### src/dde_pkg.sv
// Shared types and constants for the decimal digit emitter.
`timescale 1ns / 1ps
package dde_pkg;

  localparam int unsigned VALUE_W = 16;
  localparam int unsigned DIGIT_W = 4;
  localparam int unsigned CHAR_W  = 6;
  // A 16-bit value never has more than five decimal digits.
  localparam int unsigned NUM_POS = 5;
  localparam int unsigned BCD_W   = NUM_POS * DIGIT_W;
  localparam int unsigned RADIX   = 10;
  localparam logic [CHAR_W-1:0] ASCII_ZERO = 6'd48;

  typedef struct packed {
    logic [VALUE_W-1:0] rem;
    logic [BCD_W-1:0]   bcd;
    logic               keep_zeros;
  } stage_t;

  function automatic int unsigned pow10(input int unsigned p);
    int unsigned r;
    r = 1;
    for (int unsigned i = 0; i < p; i++) begin
      r = r * RADIX;
    end
    return r;
  endfunction

endpackage

### src/dde_cell.sv
// One conversion cell: pulls a single decimal digit out of the running remainder.
`timescale 1ns / 1ps
module dde_cell #(
  parameter int unsigned POS = 0
) (
  input  logic            clk,
  input  logic            rst_n,
  input  logic            up_valid,
  output logic            up_ready,
  input  dde_pkg::stage_t up_data,
  output logic            dn_valid,
  input  logic            dn_ready,
  output dde_pkg::stage_t dn_data
);
  import dde_pkg::*;

  localparam int unsigned POW = pow10(POS);

  logic                 valid_r;
  logic                 valid_nxt;
  stage_t               data_r;
  stage_t               data_nxt;
  logic [DIGIT_W-1:0]   dig;
  logic [VALUE_W-1:0]   sub;

  // The remainder entering this cell is below ten times POW, so the digit
  // is found by comparing against the nine constant multiples.
  always_comb begin
    dig = '0;
    sub = '0;
    for (int unsigned j = 1; j < RADIX; j++) begin
      if (32'(up_data.rem) >= 32'(j * POW)) begin
        dig = DIGIT_W'(j);
        sub = VALUE_W'(j * POW);
      end
    end
  end

  assign up_ready = !valid_r || dn_ready;

  always_comb begin
    valid_nxt = valid_r;
    data_nxt  = data_r;
    if (up_ready) begin
      valid_nxt = up_valid;
      data_nxt.rem        = up_data.rem - sub;
      data_nxt.bcd        = up_data.bcd;
      data_nxt.bcd[POS*DIGIT_W +: DIGIT_W] = dig;
      data_nxt.keep_zeros = up_data.keep_zeros;
    end
  end

  always_ff @(posedge clk) begin
    if (!rst_n) begin
      valid_r <= 1'b0;
    end else begin
      valid_r <= valid_nxt;
    end
    data_r <= data_nxt;
  end

  assign dn_valid = valid_r;
  assign dn_data  = data_r;

endmodule

### src/dde_serializer.sv
// Output register that sends the digits of one number as a series of beats.
`timescale 1ns / 1ps
module dde_serializer #(
  parameter int unsigned DIGITS = 4
) (
  input  logic                          clk,
  input  logic                          rst_n,
  input  logic                          ld_valid,
  output logic                          ld_ready,
  input  dde_pkg::stage_t               ld_data,
  output logic                          out_valid,
  input  logic                          out_stall,
  output logic [dde_pkg::CHAR_W-1:0]    out_digit_char,
  output logic                          out_last
);
  import dde_pkg::*;

  localparam int unsigned SR_W  = DIGITS * DIGIT_W;
  localparam int unsigned CNT_W = $clog2(DIGITS + 1);

  logic             valid_r;
  logic             valid_nxt;
  logic [SR_W-1:0]  sr_r;
  logic [SR_W-1:0]  sr_nxt;
  logic [CNT_W-1:0] cnt_r;
  logic [CNT_W-1:0] cnt_nxt;
  logic [SR_W-1:0]  digs;
  logic [CNT_W-1:0] lz;

  assign digs = ld_data.bcd[SR_W-1:0];

  // Number of leading digits to skip; an all-zero value still shows its
  // least significant digit.
  always_comb begin
    lz = CNT_W'(DIGITS - 1);
    for (int unsigned k = 0; k < DIGITS; k++) begin
      if (digs[k*DIGIT_W +: DIGIT_W] != '0) begin
        lz = CNT_W'(DIGITS - 1 - k);
      end
    end
    if (ld_data.keep_zeros) begin
      lz = '0;
    end
  end

  assign ld_ready = !valid_r || (!out_stall && (cnt_r == CNT_W'(1)));

  always_comb begin
    valid_nxt = valid_r;
    sr_nxt    = sr_r;
    cnt_nxt   = cnt_r;
    if (ld_ready) begin
      valid_nxt = ld_valid;
      if (ld_valid) begin
        sr_nxt  = digs << {lz, 2'b00};
        cnt_nxt = CNT_W'(DIGITS) - lz;
      end
    end else if (!out_stall) begin
      sr_nxt  = sr_r << DIGIT_W;
      cnt_nxt = cnt_r - CNT_W'(1);
    end
  end

  always_ff @(posedge clk) begin
    if (!rst_n) begin
      valid_r <= 1'b0;
      cnt_r   <= '0;
    end else begin
      valid_r <= valid_nxt;
      cnt_r   <= cnt_nxt;
    end
    sr_r <= sr_nxt;
  end

  assign out_valid      = valid_r;
  assign out_digit_char = ASCII_ZERO + CHAR_W'(sr_r[SR_W-1 -: DIGIT_W]);
  assign out_last       = (cnt_r == CNT_W'(1));

endmodule

### src/decimal_digit_emitter.sv
// Top level: binary to ASCII decimal converter with leading zero suppression.
//
// Input channel: in_value (unsigned 16 bits) and in_keep_zeros arrive as one
// beat. The value is shown modulo 10^DIGITS, most significant digit first.
// Output channel: one beat per ASCII digit on out_digit_char; out_last marks
// the final digit of each number. Leading zeros are dropped unless
// in_keep_zeros is set; a number with no nonzero digit sends a single '0'.
// A chain of five conversion cells, one per decimal place of a 16-bit word,
// extracts one digit each and passes the remainder on; the digits then load
// an output shift register. An accepted input beat passes the five cell
// registers and then the output register before its first digit goes out.
// A number of N digits (1 to DIGITS) occupies the output for N beats, which
// sets the sustained rate; the cells keep accepting new numbers while the
// output register is busy, until they fill. Reset empties the cells and the
// output register. When the receiver raises out_stall the current beat holds;
// once every cell is full the stall reaches in_stall in the same cycle.
`timescale 1ns / 1ps
module decimal_digit_emitter #(
  parameter int unsigned DIGITS = 4
) (
  input  logic                          clk,
  input  logic                          rst_n,
  input  logic                          in_valid,
  output logic                          in_stall,
  input  logic [dde_pkg::VALUE_W-1:0]   in_value,
  input  logic                          in_keep_zeros,
  output logic                          out_valid,
  input  logic                          out_stall,
  output logic [dde_pkg::CHAR_W-1:0]    out_digit_char,
  output logic                          out_last
);
  import dde_pkg::*;

  logic   link_valid [NUM_POS+1];
  logic   link_ready [NUM_POS+1];
  stage_t link_data  [NUM_POS+1];

  assign link_valid[0]          = in_valid;
  assign in_stall               = !link_ready[0];
  assign link_data[0].rem        = in_value;
  assign link_data[0].bcd        = '0;
  assign link_data[0].keep_zeros = in_keep_zeros;

  // Cell i handles decimal place NUM_POS-1-i, highest place first.
  for (genvar i = 0; i < NUM_POS; i++) begin : g_cell
    dde_cell #(
      .POS (NUM_POS - 1 - i)
    ) u_cell (
      .clk      (clk),
      .rst_n    (rst_n),
      .up_valid (link_valid[i]),
      .up_ready (link_ready[i]),
      .up_data  (link_data[i]),
      .dn_valid (link_valid[i+1]),
      .dn_ready (link_ready[i+1]),
      .dn_data  (link_data[i+1])
    );
  end

  dde_serializer #(
    .DIGITS (DIGITS)
  ) u_ser (
    .clk            (clk),
    .rst_n          (rst_n),
    .ld_valid       (link_valid[NUM_POS]),
    .ld_ready       (link_ready[NUM_POS]),
    .ld_data        (link_data[NUM_POS]),
    .out_valid      (out_valid),
    .out_stall      (out_stall),
    .out_digit_char (out_digit_char),
    .out_last       (out_last)
  );

endmodule

### config.mk
export PLATFORM = sky130hd
export DESIGN_NAME = decimal_digit_emitter
export DESIGN_NICKNAME = d
export VERILOG_FILES = /design/src/dde_pkg.sv /design/src/dde_cell.sv /design/src/dde_serializer.sv /design/src/decimal_digit_emitter.sv
export SDC_FILE = /design/constraint.sdc
export NUM_CORES = 1
export LEC_CHECK = 0
export BUFFER_PORTS_ARGS = -buffer_cell sky130_fd_sc_hd__buf_4
export CORE_ASPECT_RATIO = 1.25
export CORE_MARGIN = 2
export CORE_UTILIZATION = 60
export CTS_BUF_LIST = sky130_fd_sc_hd__clkbuf_8
export CTS_CLUSTER_SIZE = 16
export DETAILED_ROUTE_END_ITERATION = 16
export GPL_ROUTABILITY_DRIVEN = 1
export GPL_TIMING_DRIVEN = 0
export MAX_ROUTING_LAYER = met4
export PLACE_DENSITY = 0.81
export SLEW_MARGIN = 20
export SYNTH_ARGS = -nofsm -noshare
export SYNTH_HDL_FRONTEND = slang
export SYNTH_SLANG_ARGS = --single-unit
### constraint.sdc
create_clock -name clk -period 9.8 [get_ports clk]
set_clock_uncertainty 0.15 [all_clocks]
set_input_delay 1.47 -clock clk [delete_from_list [all_inputs] [get_ports clk]]
set_output_delay 1.47 -clock clk [all_outputs]
set_load 0.05 [all_outputs]
---- Yosys cells after proc, flatten, opt, wreduce, memory -nomap -nowiden ----
Index checks and enable logic that the tools add are counted.
cells by class
  add/subtract/negate cells ............... 7
  reduce and logical (&&, ||, !) cells .... 23
  eq/ne operators ......................... 3
  order comparisons ....................... 42
  muxes and demuxes ....................... 75
  shift-type cells ........................ 1
operators by type and width
  kind                                                                     count
  16-bit two-way mux                                                       6
  16-bit by 10-bit >= comparator with 1-bit output, second input constant  5
  3-bit two-way mux                                                        22
  16-bit by 13-bit >= comparator with 1-bit output, second input constant  4
  16-bit by 3-bit >= comparator with 1-bit output, second input constant   4
  16-bit by 7-bit >= comparator with 1-bit output, second input constant   4
  13-bit two-way mux                                                       4
  10-bit two-way mux                                                       5
  16-bit >= comparator, second input constant                              3
  16-bit by 4-bit >= comparator with 1-bit output, second input constant   3
  16-bit by 6-bit >= comparator with 1-bit output, second input constant   3
  16-bit by 9-bit >= comparator with 1-bit output, second input constant   3
  16-bit by 12-bit >= comparator with 1-bit output, second input constant  2
  16-bit by 14-bit >= comparator with 1-bit output, second input constant  2
  16-bit by 15-bit >= comparator with 1-bit output, second input constant  2
  16-bit by 2-bit >= comparator with 1-bit output, second input constant   2
  16-bit by 5-bit >= comparator with 1-bit output, second input constant   2
  15-bit two-way mux                                                       2
  14-bit two-way mux                                                       2
  7-bit two-way mux                                                        4
  9-bit two-way mux                                                        3
  12-bit two-way mux                                                       2
  6-bit two-way mux                                                        3
  16-bit by 1-bit >= comparator with 1-bit output, second input constant   1
  25 further kinds                                                         58
word-level totals
  output and inout port bits .............. 9
  input port bits ......................... 21
  flip-flop bits (word level) ............. 134
  logic and storage cells ................. 179

---- Depth between registers and ports, before layout ----
Gate-level depths: netlist of run 1.
  depth after elaboration ................. 11
  gate-level depth with buffers ........... 16

---- Hierarchy ----
Synthesis of run 1 repeated with hierarchy kept, for this count alone.
unflattened totals
  cells, all modules ...................... 871
  area total of the unflattened synthesis .. 10600.2 um^2
by module, submodules not included
  module                        sequential area each (um^2)  cells each  area each (um^2)  instances
  dde_cell at g_cell[1].u_cell  1131.1                       165         1988.2            1
  dde_cell at g_cell[2].u_cell  1131.1                       166         1970.6            1
  dde_cell at g_cell[0].u_cell  1101.1                       153         1918.1            1
  dde_cell at g_cell[3].u_cell  1131.1                       145         1826.8            1
  dde_cell at g_cell[4].u_cell  1131.1                       106         1634.1            1
  dde_serializer                560.5                        134         1255.0            1
  decimal_digit_emitter         0.0                          2           7.5               1

---- Worst setup path after synthesis of run 1 ----
OpenSTA, ideal clock, no wires.
  path type ............................... input port to output port
  start ................................... input port out_stall
  end ..................................... output port in_stall
  data required time ...................... 8.180 ns
  path buffers ............................ 1
  arrival time ............................ 3.048 ns
  slack ................................... 5.132 ns
  stages .................................. 6
  path through ............................ o21a_1 clkbuf_1 and3_1 and3_1 nand2_1 inv_1
between the ends
  longest elaborated chain between the ends .. 9
ends and longest elaborated chain
  element                        line                         source
  from (decl)                    decimal_digit_emitter.sv:28  input logic out_stall,
  1-bit zero test                dde_serializer.sv:46         assign ld_ready = !valid_r || (!out_stall && (cnt_r == CNT_W'(1)));
  1-bit logical AND              dde_serializer.sv:46
  1-bit logical OR               dde_serializer.sv:46
  1-bit logical OR (5 in a row)  dde_cell.sv:39               assign up_ready = !valid_r || dn_ready;
  1-bit zero test                decimal_digit_emitter.sv:39  assign in_stall = !link_ready[0];
  to (decl)                      decimal_digit_emitter.sv:24  output logic in_stall,
Every way passes these cells.

---- Worst setup path in the final report of run 1 ----
Same ends and word-level chain as after synthesis.

==> results of run 1 <==
[stage by stage]
stage                     utilization [%]  power, mW  hold slack (ns)  std cells  setup WS (ns)
after floorplan                         -       1.43            0.250        705           5.13
after detailed placement             64.1       1.60            0.255        900           4.59
after global routing                 67.6       2.23            0.275        930           4.53
after CTS                            67.6       2.11            0.271        930           4.70
final                                67.6       2.11            0.270        930           4.72
after global placement               63.9       1.56            0.251        899           4.67
[sequential cells by signal, summed over array words and instances, names as in the netlist]
name	flops
u_ser.sr_r	16
u_ser.cnt_r	3
g_cell.u_cell.dn_data	109
g_cell.u_cell.dn_valid	5
u_ser.out_valid	1
[synth_stat cells (6+ instances only)]
cell | count | area [um^2]
xor2_1 | 13 | 114
or2_2 | 9 | 56.3
a211o_1 | 7 | 61.3
nand2b_1 | 10 | 62.6
inv_1 | 35 | 131
nor4_1 | 10 | 62.6
o21a_1 | 11 | 82.6
edfxtp_1 | 125 | 3750
o211ai_1 | 6 | 45.0
nand3_1 | 11 | 55.1
nand2_1 | 47 | 176
o21ai_0 | 40 | 200
nor2_1 | 63 | 236
a21oi_1 | 55 | 275
ha_1 | 38 | 475
and3_1 | 10 | 62.6
or4_1 | 8 | 60.1
nor2b_1 | 10 | 62.6
dfxtp_1 | 9 | 180
xnor2_1 | 27 | 236
a21o_1 | 20 | 150
a211oi_1 | 10 | 75.1
buf_4 | 6 | 45.0
clkbuf_1 | 17 | 63.8
nor3_1 | 12 | 60.1
[kinds of logic after synthesis]
group / count (synthesis) / synth area share [%]
mux: 6 / 0.805
other cells: 1 / 0.0493
fa+ha+maj: 42 / 7.30
flops: 134 / 51.7
buf+inv: 61 / 3.34
compound gates: 203 / 17.7
simple gates: 217 / 14.5
xor+xnor: 40 / 4.60
[final timing paths]
check	start	endpoint
max reg2reg	g_cell[0].u_cell.dn_data[35]	g_cell[1].u_cell.dn_data[34]
min reg2reg	g_cell[1].u_cell.dn_data[14]	g_cell[2].u_cell.dn_data[14]
min	g_cell[1].u_cell.dn_data[14]	g_cell[2].u_cell.dn_data[14]
max	out_stall	in_stall
[final cells by class]
cell class,instances,share of cell area [%]
Buffer,26,1.45
Multi-Input combinational cell,510,40.5
Clock inverter,13,2.42
Clock buffer,17,2.76
Tap cell,168,2.48
Inverter,35,1.55
Timing Repair Buffer,27,2.44
Sequential cell,134,46.4
[report_power, final]
part | internal, mW | switching (mW)
Sequential | 0.808 | 0.108
Clock | 0.300 | 0.206
Combinational | 0.309 | 0.376
[layer usage]
metal,track usage (%),up-vias
met4,9.25,0
met5,-,-
li1,-,2751
met3,5.79,37
met1,25.6,2636
met2,42.5,147
[placed cells by master, fill, tap and decap left out, types with 11 or more instances in the layout]
| cell type | n |
|---|---|
| edfxtp_1 | 125 |
| a21oi_1 | 54 |
| inv_1 | 34 |
| nand3_1 | 11 |
| a21o_1 | 20 |
| nand2_1 | 47 |
| ha_1 | 38 |
| o21ai_0 | 40 |
| xor2_1 | 13 |
| nor2_1 | 63 |
| xnor2_1 | 27 |
| o21a_1 | 11 |
| buf_4 | 32 |
| clkbuf_8 | 17 |
| nor3_1 | 12 |
| clkbuf_1 | 17 |
==> impl_metrics.tcl, run 1 <==
set metrics [dict create \
    outcome "finished, final reports clean" \
    crit_type "primary input to output port" \
    slowest_stage "nand2_1" \
    rsz0062_at_grt "false" \
    overflow 0 \
    firstDrtPassIters 7 \
    cp_num_buf_inv 4 \
    drive_gt1_share_pct 11.4 \
    crit_path_max_fanout 18 \
    start_util_pct 60.7 \
    cts_hold_buf 0 \
    drc 0 \
    final_nets 814 \
    core_um2 12500 \
    tns_ns 0 \
    fin_area_um2 8480 \
    setup_viol 0 \
    pin_count 30 \
    rows 46 \
    cts_root_buffer "clkbuf_8" \
    synth_area_um2 7610 \
    dp_hpwl_um 11300 \
    maxCapViolCount 0 \
    cts_buffer_depth 2 \
    post-cts-setup-buffer-count 0 \
    synth_cell_types 67 \
    avgSynthCellArea_um2 10.8 \
    holdPathStages 0 \
    fp.dieW_um 105 \
    maxSlewViolCount 0 \
    wl_per_cell_um 16.2 \
    crit_cells 8 \
    ys.flop_type "edfxtp_1" \
    post_cts_resized 0 \
    die_area_um2 13600 \
    cts_tree "built" \
    tightestPinTransition_ns 1.02 \
    end_kind "output port" \
    cp_cell_sequence "buf_4, o21a_1, clkbuf_1, and3_1, and3_1, nand2_1, inv_1, buf_4" \
    slew_headroom_pct 31.6 \
    htreeDepth 4 \
    ys_seq_area_share_pct 51.7 \
    drt-total-wl_um 15100 \
    fillers 981 \
    hold_viol_final 0 \
    clock_latency_ns 0.44 \
    hold_path.class "flop to flop" \
    crit_arrival_ns 3.46 \
    p_per_area_nw_per_um2 249 \
    ir_drop_v 0.000113 \
    syn_to_final_growth_pct 11.3 \
    multi_input_area_um2 3430 \
    worstRegToRegCells 13 \
    p_leak_nw 3.16 \
    met3_length_um 563 \
    cpPeakStageDelay_ns 0.45 \
    drt_iter0_markers 332 \
    synthCells 704 \
    io_buffers 26 \
    vias 5571 \
    antenna_cells 0 \
    path_clk_slew_ns 0.07 \
    grt_pass1_vias 5334 \
    clock-sinks 134 \
    ys_seq_elements 134 \
    wl_met1_um 6140 \
    routed.top_layer "met4" \
    async_flop_share_pct 0 \
    place.gp.congestion 0.880 \
    fin_crit_sh_pct 51.8 \
    grt_pass1_wl_um 24800 \
    grt_usage_pct 23.8 \
    antenna_left 0 \
    placed_area_um2 8040 \
    via_per_inst 5.99 \
    fmax_ghz 0.197 \
    route.met2.wl_um 7960 \
    fin_crit_ns 5.08 \
    crit_path_start_kind "primary input" \
    grt_max_degree 30 \
    cts_buffers 17 \
    antenna_found_initial 0 \
    ys.warnings.count 0 \
    r2r_slack_ns 5.24 \
    cp_top_family "simple AND/OR/NAND/NOR gates" \
    synth_edf_count 125 \
    seq_area_um2 3930 \
    fp.dieH_um 130 \
    required_ns 8.18 \
]
Power figures use the tool's default switching activity.
==> run 2: changes to the inputs <==
--- a/config.mk
+++ b/config.mk
@@ -5,6 +5,7 @@
 export SDC_FILE = /design/constraint.sdc
 export NUM_CORES = 1
 export LEC_CHECK = 0
+export ABC_AREA = 1
 export BUFFER_PORTS_ARGS = -buffer_cell sky130_fd_sc_hd__buf_4
 export CORE_ASPECT_RATIO = 1.25
 export CORE_MARGIN = 2
==> constraint.sdc (replaced) <==
create_clock -name clk -period 5 [get_ports clk]
set_clock_uncertainty 0.15 [all_clocks]
set_input_delay 0.75 -clock clk [delete_from_list [all_inputs] [get_ports clk]]
set_output_delay 0.75 -clock clk [all_outputs]
set_load 0.05 [all_outputs]
==> impl_metrics.tcl, run 2 <==
set metrics [dict create \
    outcome "finished, final reports clean" \
    fmax_ghz 0.253 \
    mostFrequentLayoutCell "nand2_1" \
    overflow 0 \
    clock-sinks 134 \
    cp_num_buf_inv 5 \
    slowest_stage "nand2_2" \
    firstDrtPassIters 5 \
    p_sw_mw 1.46 \
    hold_viol_final 0 \
    avgSynthCellArea_um2 9.01 \
    start_util_pct 60.8 \
    end_kind "output port" \
    synth_top_cell_area_share_pct 47.3 \
    rsz0062_at_grt "false" \
    clock_latency_ns 0.42 \
    core_um2 13100 \
    htreeDepth 4 \
    ys.flop_type "edfxtp_1" \
    grt_usage_pct 22.8 \
    grt_pass1_vias 5944 \
    crit_top_cell "nand2_2" \
    syn_to_final_growth_pct 9.87 \
    crit_path_start_kind "flop" \
    cts_buffer_depth 2 \
    p_per_area_nw_per_um2 455 \
    antenna_found_initial 0 \
    instances_no_fill 1112 \
    hold_path.class "flop to flop" \
    dpl.cell_count 1080 \
    min_delay_worst_endpoint "g_cell[3].u_cell.dn_data[9]" \
    cp_top_family "simple AND/OR/NAND/NOR gates" \
    setup_viol 0 \
    fin_crit_ns 3.96 \
    grt_pass1_wl_um 25200 \
    pwr-share-comb_pct 33.7 \
    required_ns 4.10 \
    cts_buffers 17 \
    die_area_um2 14200 \
    rows 47 \
    cpPeakStageDelay_ns 0.38 \
    vias 5924 \
    cts_root_buffer "clkbuf_8" \
    fp.dieW_um 107 \
    io_buffers 27 \
    grt_max_degree 30 \
    largest_reg_flops 109 \
    synth_top_cell_by_area "edfxtp_1" \
    ys.warnings.count 0 \
    drt-total-wl_um 14800 \
    post_cts_resized 0 \
    wl_per_cell_um 13.3 \
    tightestPinTransition_ns 1.01 \
    path_clk_slew_ns 0.07 \
    seqPwrFrac_pct 45.8 \
    crit_path_max_fanout 27 \
    drt_iter0_markers 230 \
    p_leak_nw 3.77 \
    synthCells 881 \
    tns_ns 0 \
    internal_power_mw 2.51 \
    cts_hold_buf 0 \
    drive_gt1_share_pct 13.3 \
    worstRegToRegCells 24 \
    ir_drop_v 0.000247 \
    holdPathStages 0 \
    maxCapViolCount 0 \
    synth_cell_types 43 \
    drc 0 \
    synth_edf_count 125 \
    regToRegStartpoint "g_cell[2].u_cell.dn_data[33]" \
    power_frac_clock_pct 20.5 \
    async_flop_share_pct 0 \
    crit_arrival_ns 3.06 \
    via_per_inst 5.33 \
    cp_cell_sequence "inv_1, ha_1, inv_1, nor2_2, nand2_1, nand2_2, inv_2, nand2_2, nor2_4, nand2_2, nor2_4, nand2_2, inv_2, buf_4" \
    cts_tree "built" \
    pin_count 30 \
    place.gp.congestion 0.946 \
    antenna_cells 0 \
    most-common-layout-cells "nand2_1 (198), edfxtp_1 (125), inv_1 (115), nor2_1 (74), a21oi_1 (50)" \
    hp-start "g_cell[2].u_cell.dn_data[9]" \
    ys_seq_elements 134 \
    final_nets 991 \
    slew_headroom_pct 32.4 \
    swShare_pct 36.7 \
    crit_cells 14 \
    fin_crit_sh_pct 79.2 \
    maxSlewViolCount 0 \
    r2r_slack_ns 1.48 \
    antenna_left 0 \
    dp_hpwl_um 11500 \
    r2r-end "g_cell[3].u_cell.dn_data[34]" \
    ys_top_cells_by_count "nand2_1 (198), edfxtp_1 (125), inv_1 (114)" \
    fp.dieH_um 133 \
    synth_most_common_cell "nand2_1" \
    post-cts-setup-buffer-count 0 \
    ys_seq_area_share_pct 49.6 \
    synth_area_leaders "edfxtp_1 (47%), nand2_1 (9.4%), ha_1 (6.0%), inv_1 (5.4%), xor2_1 (3.6%)" \
    crit_type "flop to output port" \
    synth_area_um2 7930 \
]
## run 2: changes by cell type in the layout (fill, tap and decap cells not counted), moves of 11 or more
| cell | previous run | this run |
|---|---|---|
| inv_1 | 34 | 115 |
| clkbuf_1 | 17 | 1 |
| xnor2_1 | 27 | 9 |
| nor2_1 | 63 | 74 |
| xor2_1 | 13 | 33 |
| a21o_1 | 20 | 3 |
| o21ai_1 | 1 | 19 |
| nand3_1 | 11 | 36 |
| nand2_2 | 0 | 13 |
| inv_2 | 0 | 14 |
| nand2_1 | 47 | 198 |
## run 2: metal layers
layer | wire (um) | track usage, % | vias to the layer above
met1 | 5990 | 24.1 | 2708
met5 | 0 | - | -
li1 | - | - | 3051
met4 | 508 | 10.9 | 0
met2 | 7780 | 40.1 | 125
met3 | 487 | 4.73 | 40
## run 2: stage by stage
| step | utilization, % | hold slack [ns] | power [mW] | setup slack, ns | cell area [um^2] |
|---|---|---|---|---|---|
| 5_1_grt | 66.8 | 0.279 | 4.25 | 0.714 | 8720 |
| 3_3_place_gp | 64.0 | 0.251 | 3.11 | 1.28 | 8350 |
| 2_1_floorplan | - | 0.250 | 2.84 | 1.61 | 7940 |
| 3_5_place_dp | 64.0 | 0.255 | 3.16 | 1.20 | 8350 |
| 4_1_cts | 66.8 | 0.271 | 3.98 | 0.957 | 8720 |
| 6_report | 66.8 | 0.272 | 3.97 | 1.04 | 8720 |
## run 2: kinds of logic after synthesis
| family | count (synthesis) | share of synthesized area [%] |
|---|---|---|
| simple gates | 380 | 21.3 |
| compound gates | 142 | 10.4 |
| buf+inv | 140 | 7.08 |
| flops | 134 | 49.6 |
| xor+xnor | 42 | 4.64 |
| fa+ha+maj | 42 | 7.00 |
| other cells | 1 | 0.0473 |
## run 2: layout make-up
type                    count  area, um^2
plain buffers              12        81.3
repair buffers             27         203
clock buffers              17         234
fillers                  1047        4340
flip-flops and latches    134        3930
well taps                 171         214
inverters                 128         480
multi-input cells         608        3440
clock inverters            15         129
## run 2: worst register-to-register path: stages (launching register included)
cell and delay [ns]:
edfxtp_1 0.44, inv_2 0.08, nand2_1 0.06, nor2_2 0.18, nand2_2 0.11, nor2_4 0.13
nand2_2 0.12, nor2_4 0.11, nand2_1 0.06, nand2_1 0.06, nand2_1 0.06, nand2_2 0.07
nand2_2 0.06, nand2_1 0.06, ha_1 0.13, inv_1 0.06, fa_1 0.40, nand3_1 0.10
nand2_1 0.08, nand2_1 0.08, nand2_1 0.07, a21oi_2 0.26, nand3_2 0.13, nor2_1 0.13
xor2_1 0.09
## run 2: how the worst max path moves through the flow
stage,start,endpoint,slack [ns]
2_1_floorplan,u_ser.cnt_r[1],in_stall,1.61
3_3_place_gp,out_stall,in_stall,1.28
3_5_place_dp,out_stall,in_stall,1.20
4_1_cts,u_ser.cnt_r[1],in_stall,0.96
5_1_grt,u_ser.cnt_r[1],in_stall,0.71
6_report,u_ser.cnt_r[1],in_stall,1.04
## run 2: power groups by stage
stage                     Sequential (mW)  Combinational, mW  Clock (mW)
after floorplan                      1.77               1.08           0
after global placement               1.83               1.28           0
after detailed placement             1.84               1.32           0
after CTS                            1.82               1.34       0.827
after global routing                 1.85               1.53       0.873
final                                1.82               1.34       0.813
==> run 3: changes to the inputs <==
==> constraint.sdc (replaced) <==
create_clock -name clk -period 3.9 [get_ports clk]
set_clock_uncertainty 0.15 [all_clocks]
set_input_delay 0.585 -clock clk [delete_from_list [all_inputs] [get_ports clk]]
set_output_delay 0.585 -clock clk [all_outputs]
set_load 0.05 [all_outputs]
==> impl_metrics.tcl, run 3 (synthesis results as in run 2) <==
set metrics [dict create \
    crit_path_start_kind "flop" \
    place_worst_setup_slack_ns 0.431 \
    whs_ns 0.187 \
    place.gp.congestion 0.946 \
    tightestPinTransition_ns 1.02 \
    fin_ws_ns 0.295 \
    pin_count 30 \
    seqPwrFrac_pct 45.8 \
    crit_top_cell "nand2_2" \
    multi_input_area_um2 3450 \
    hold_path.class "primary input to flop" \
    vias 5926 \
    cts_hold_buf 0 \
    via_per_inst 5.33 \
    slew_headroom_pct 32.1 \
    path_clk_slew_ns 0.08 \
    syn_to_final_growth_pct 9.94 \
    rsz0062_at_grt "false" \
    largest_reg_flops 109 \
    io_buffers 27 \
    cp_cell_sequence "inv_1, ha_1, inv_1, nor2_2, nand2_1, nand2_2, inv_2, nand2_2, nor2_4, nand2_4, nor2_4, nand2_2, inv_2, buf_4" \
    cts_buffer_depth 2 \
    fp.dieH_um 133 \
    core_um2 13100 \
    end_kind "output port" \
    wl_per_cell_um 13.3 \
    required_ns 3.16 \
    dp_hpwl_um 11500 \
    wl_met1_um 6060 \
    routed.top_layer "met4" \
    overflow 0 \
    ir_drop_v 0.000316 \
    internal_power_mw 3.22 \
    cpPeakStageDelay_ns 0.33 \
    fp.dieW_um 107 \
    setup_viol 0 \
    met3_length_um 402 \
    drt-total-wl_um 14800 \
    drt_iter0_markers 236 \
    post-cts-setup-buffer-count 0 \
    antenna_found_initial 0 \
    route.met2.wl_um 7830 \
    pwr-share-comb_pct 33.7 \
    crit_path_max_fanout 27 \
    p_sw_mw 1.87 \
    most-common-layout-cells "nand2_1 (198), edfxtp_1 (125), inv_1 (115), nor2_1 (74), a21oi_1 (50)" \
    antenna_left 0 \
    fmax_ghz 0.277 \
    fillers 1048 \
    hold_viol_final 0 \
    cts_tree "built" \
    final_nets 991 \
    power_frac_clock_pct 20.5 \
    drc 0 \
    maxCapViolCount 0 \
    outcome "finished, final reports clean" \
    cp_num_buf_inv 5 \
    slowest_stage "dfxtp_1" \
    grt_usage_pct 22.8 \
    rows 47 \
    cts_root_buffer "clkbuf_8" \
    drive_gt1_share_pct 13.3 \
    htreeDepth 4 \
    antenna_cells 0 \
    firstDrtPassIters 5 \
    mostFrequentLayoutCell "nand2_1" \
    clock_latency_ns 0.42 \
    placed_area_um2 8350 \
    fin_crit_sh_pct 92.4 \
    grt_pass1_vias 5944 \
    grt_pass1_wl_um 25200 \
    swShare_pct 36.7 \
    seq_area_um2 3930 \
    clock-sinks 134 \
    fin_crit_ns 3.60 \
    cts_buffers 17 \
    cp_top_family "simple AND/OR/NAND/NOR gates" \
    grt_max_degree 30 \
    crit_type "flop to output port" \
    p_per_area_nw_per_um2 584 \
    tns_ns 0 \
    fin_area_um2 8720 \
    crit_arrival_ns 2.87 \
    start_util_pct 60.8 \
    maxSlewViolCount 0 \
    die_area_um2 14200 \
    utilization_pct 66.8 \
    p_leak_nw 3.79 \
]
==> run 3: changes by cell type in the layout (fill, tap and decap cells not counted) <==
cell     change
nand2_2      -1
nand2_4      +1
==> run 3: power by group through the flow <==
stage	Combinational, mW	Clock (mW)	Sequential (mW)
6_report	1.72	1.04	2.33
5_1_grt	1.96	1.12	2.38
4_1_cts	1.72	1.06	2.33
3_5_place_dp	1.69	0	2.36
3_3_place_gp	1.64	0	2.34
2_1_floorplan	1.38	0	2.26
==> run 3: what timing repair did <==
action / 4_1_cts / 5_1_grt
resized for setup: 0 / 1
endpoints found under the setup margin: 0 / 1
endpoints found under the hold margin: 0 / 0
==> run 3: path summary, 6_finish.rpt <==
path	depth (start not counted)	endpoint	startpoint	slack, ns
min reg2reg	0	g_cell[3].u_cell.dn_data[0]	g_cell[2].u_cell.dn_data[0]	0.27
min	1	g_cell[0].u_cell.dn_data[21]	in_value[0]	0.19
max reg2reg	24	g_cell[3].u_cell.dn_data[34]	g_cell[2].u_cell.dn_data[33]	0.39
max	14	in_stall	u_ser.cnt_r[1]	0.30
==> run 3: final cells by class <==
class | count | area share, %
Sequential cell | 134 | 45.1
Multi-Input combinational cell | 608 | 39.5
Inverter | 128 | 5.51
Clock buffer | 17 | 2.68
Tap cell | 171 | 2.45
Timing Repair Buffer | 27 | 2.32
Clock inverter | 15 | 1.48
Buffer | 12 | 0.932
==> run 3: metrics by stage <==
stage,total power [mW],instances
floorplan,3.64,882
finish,5.09,1112
CTS,5.11,1112
global route,5.45,1112
detailed placement,4.05,1080
global placement,3.98,1080
==> run 3: per-layer routing <==
layer / GRT usage [%] / vias up
met3: 4.73 / 37
met5: - / -
met1: 24.1 / 2716
li1: - / 3057
met4: 10.9 / 0
met2: 40.1 / 116
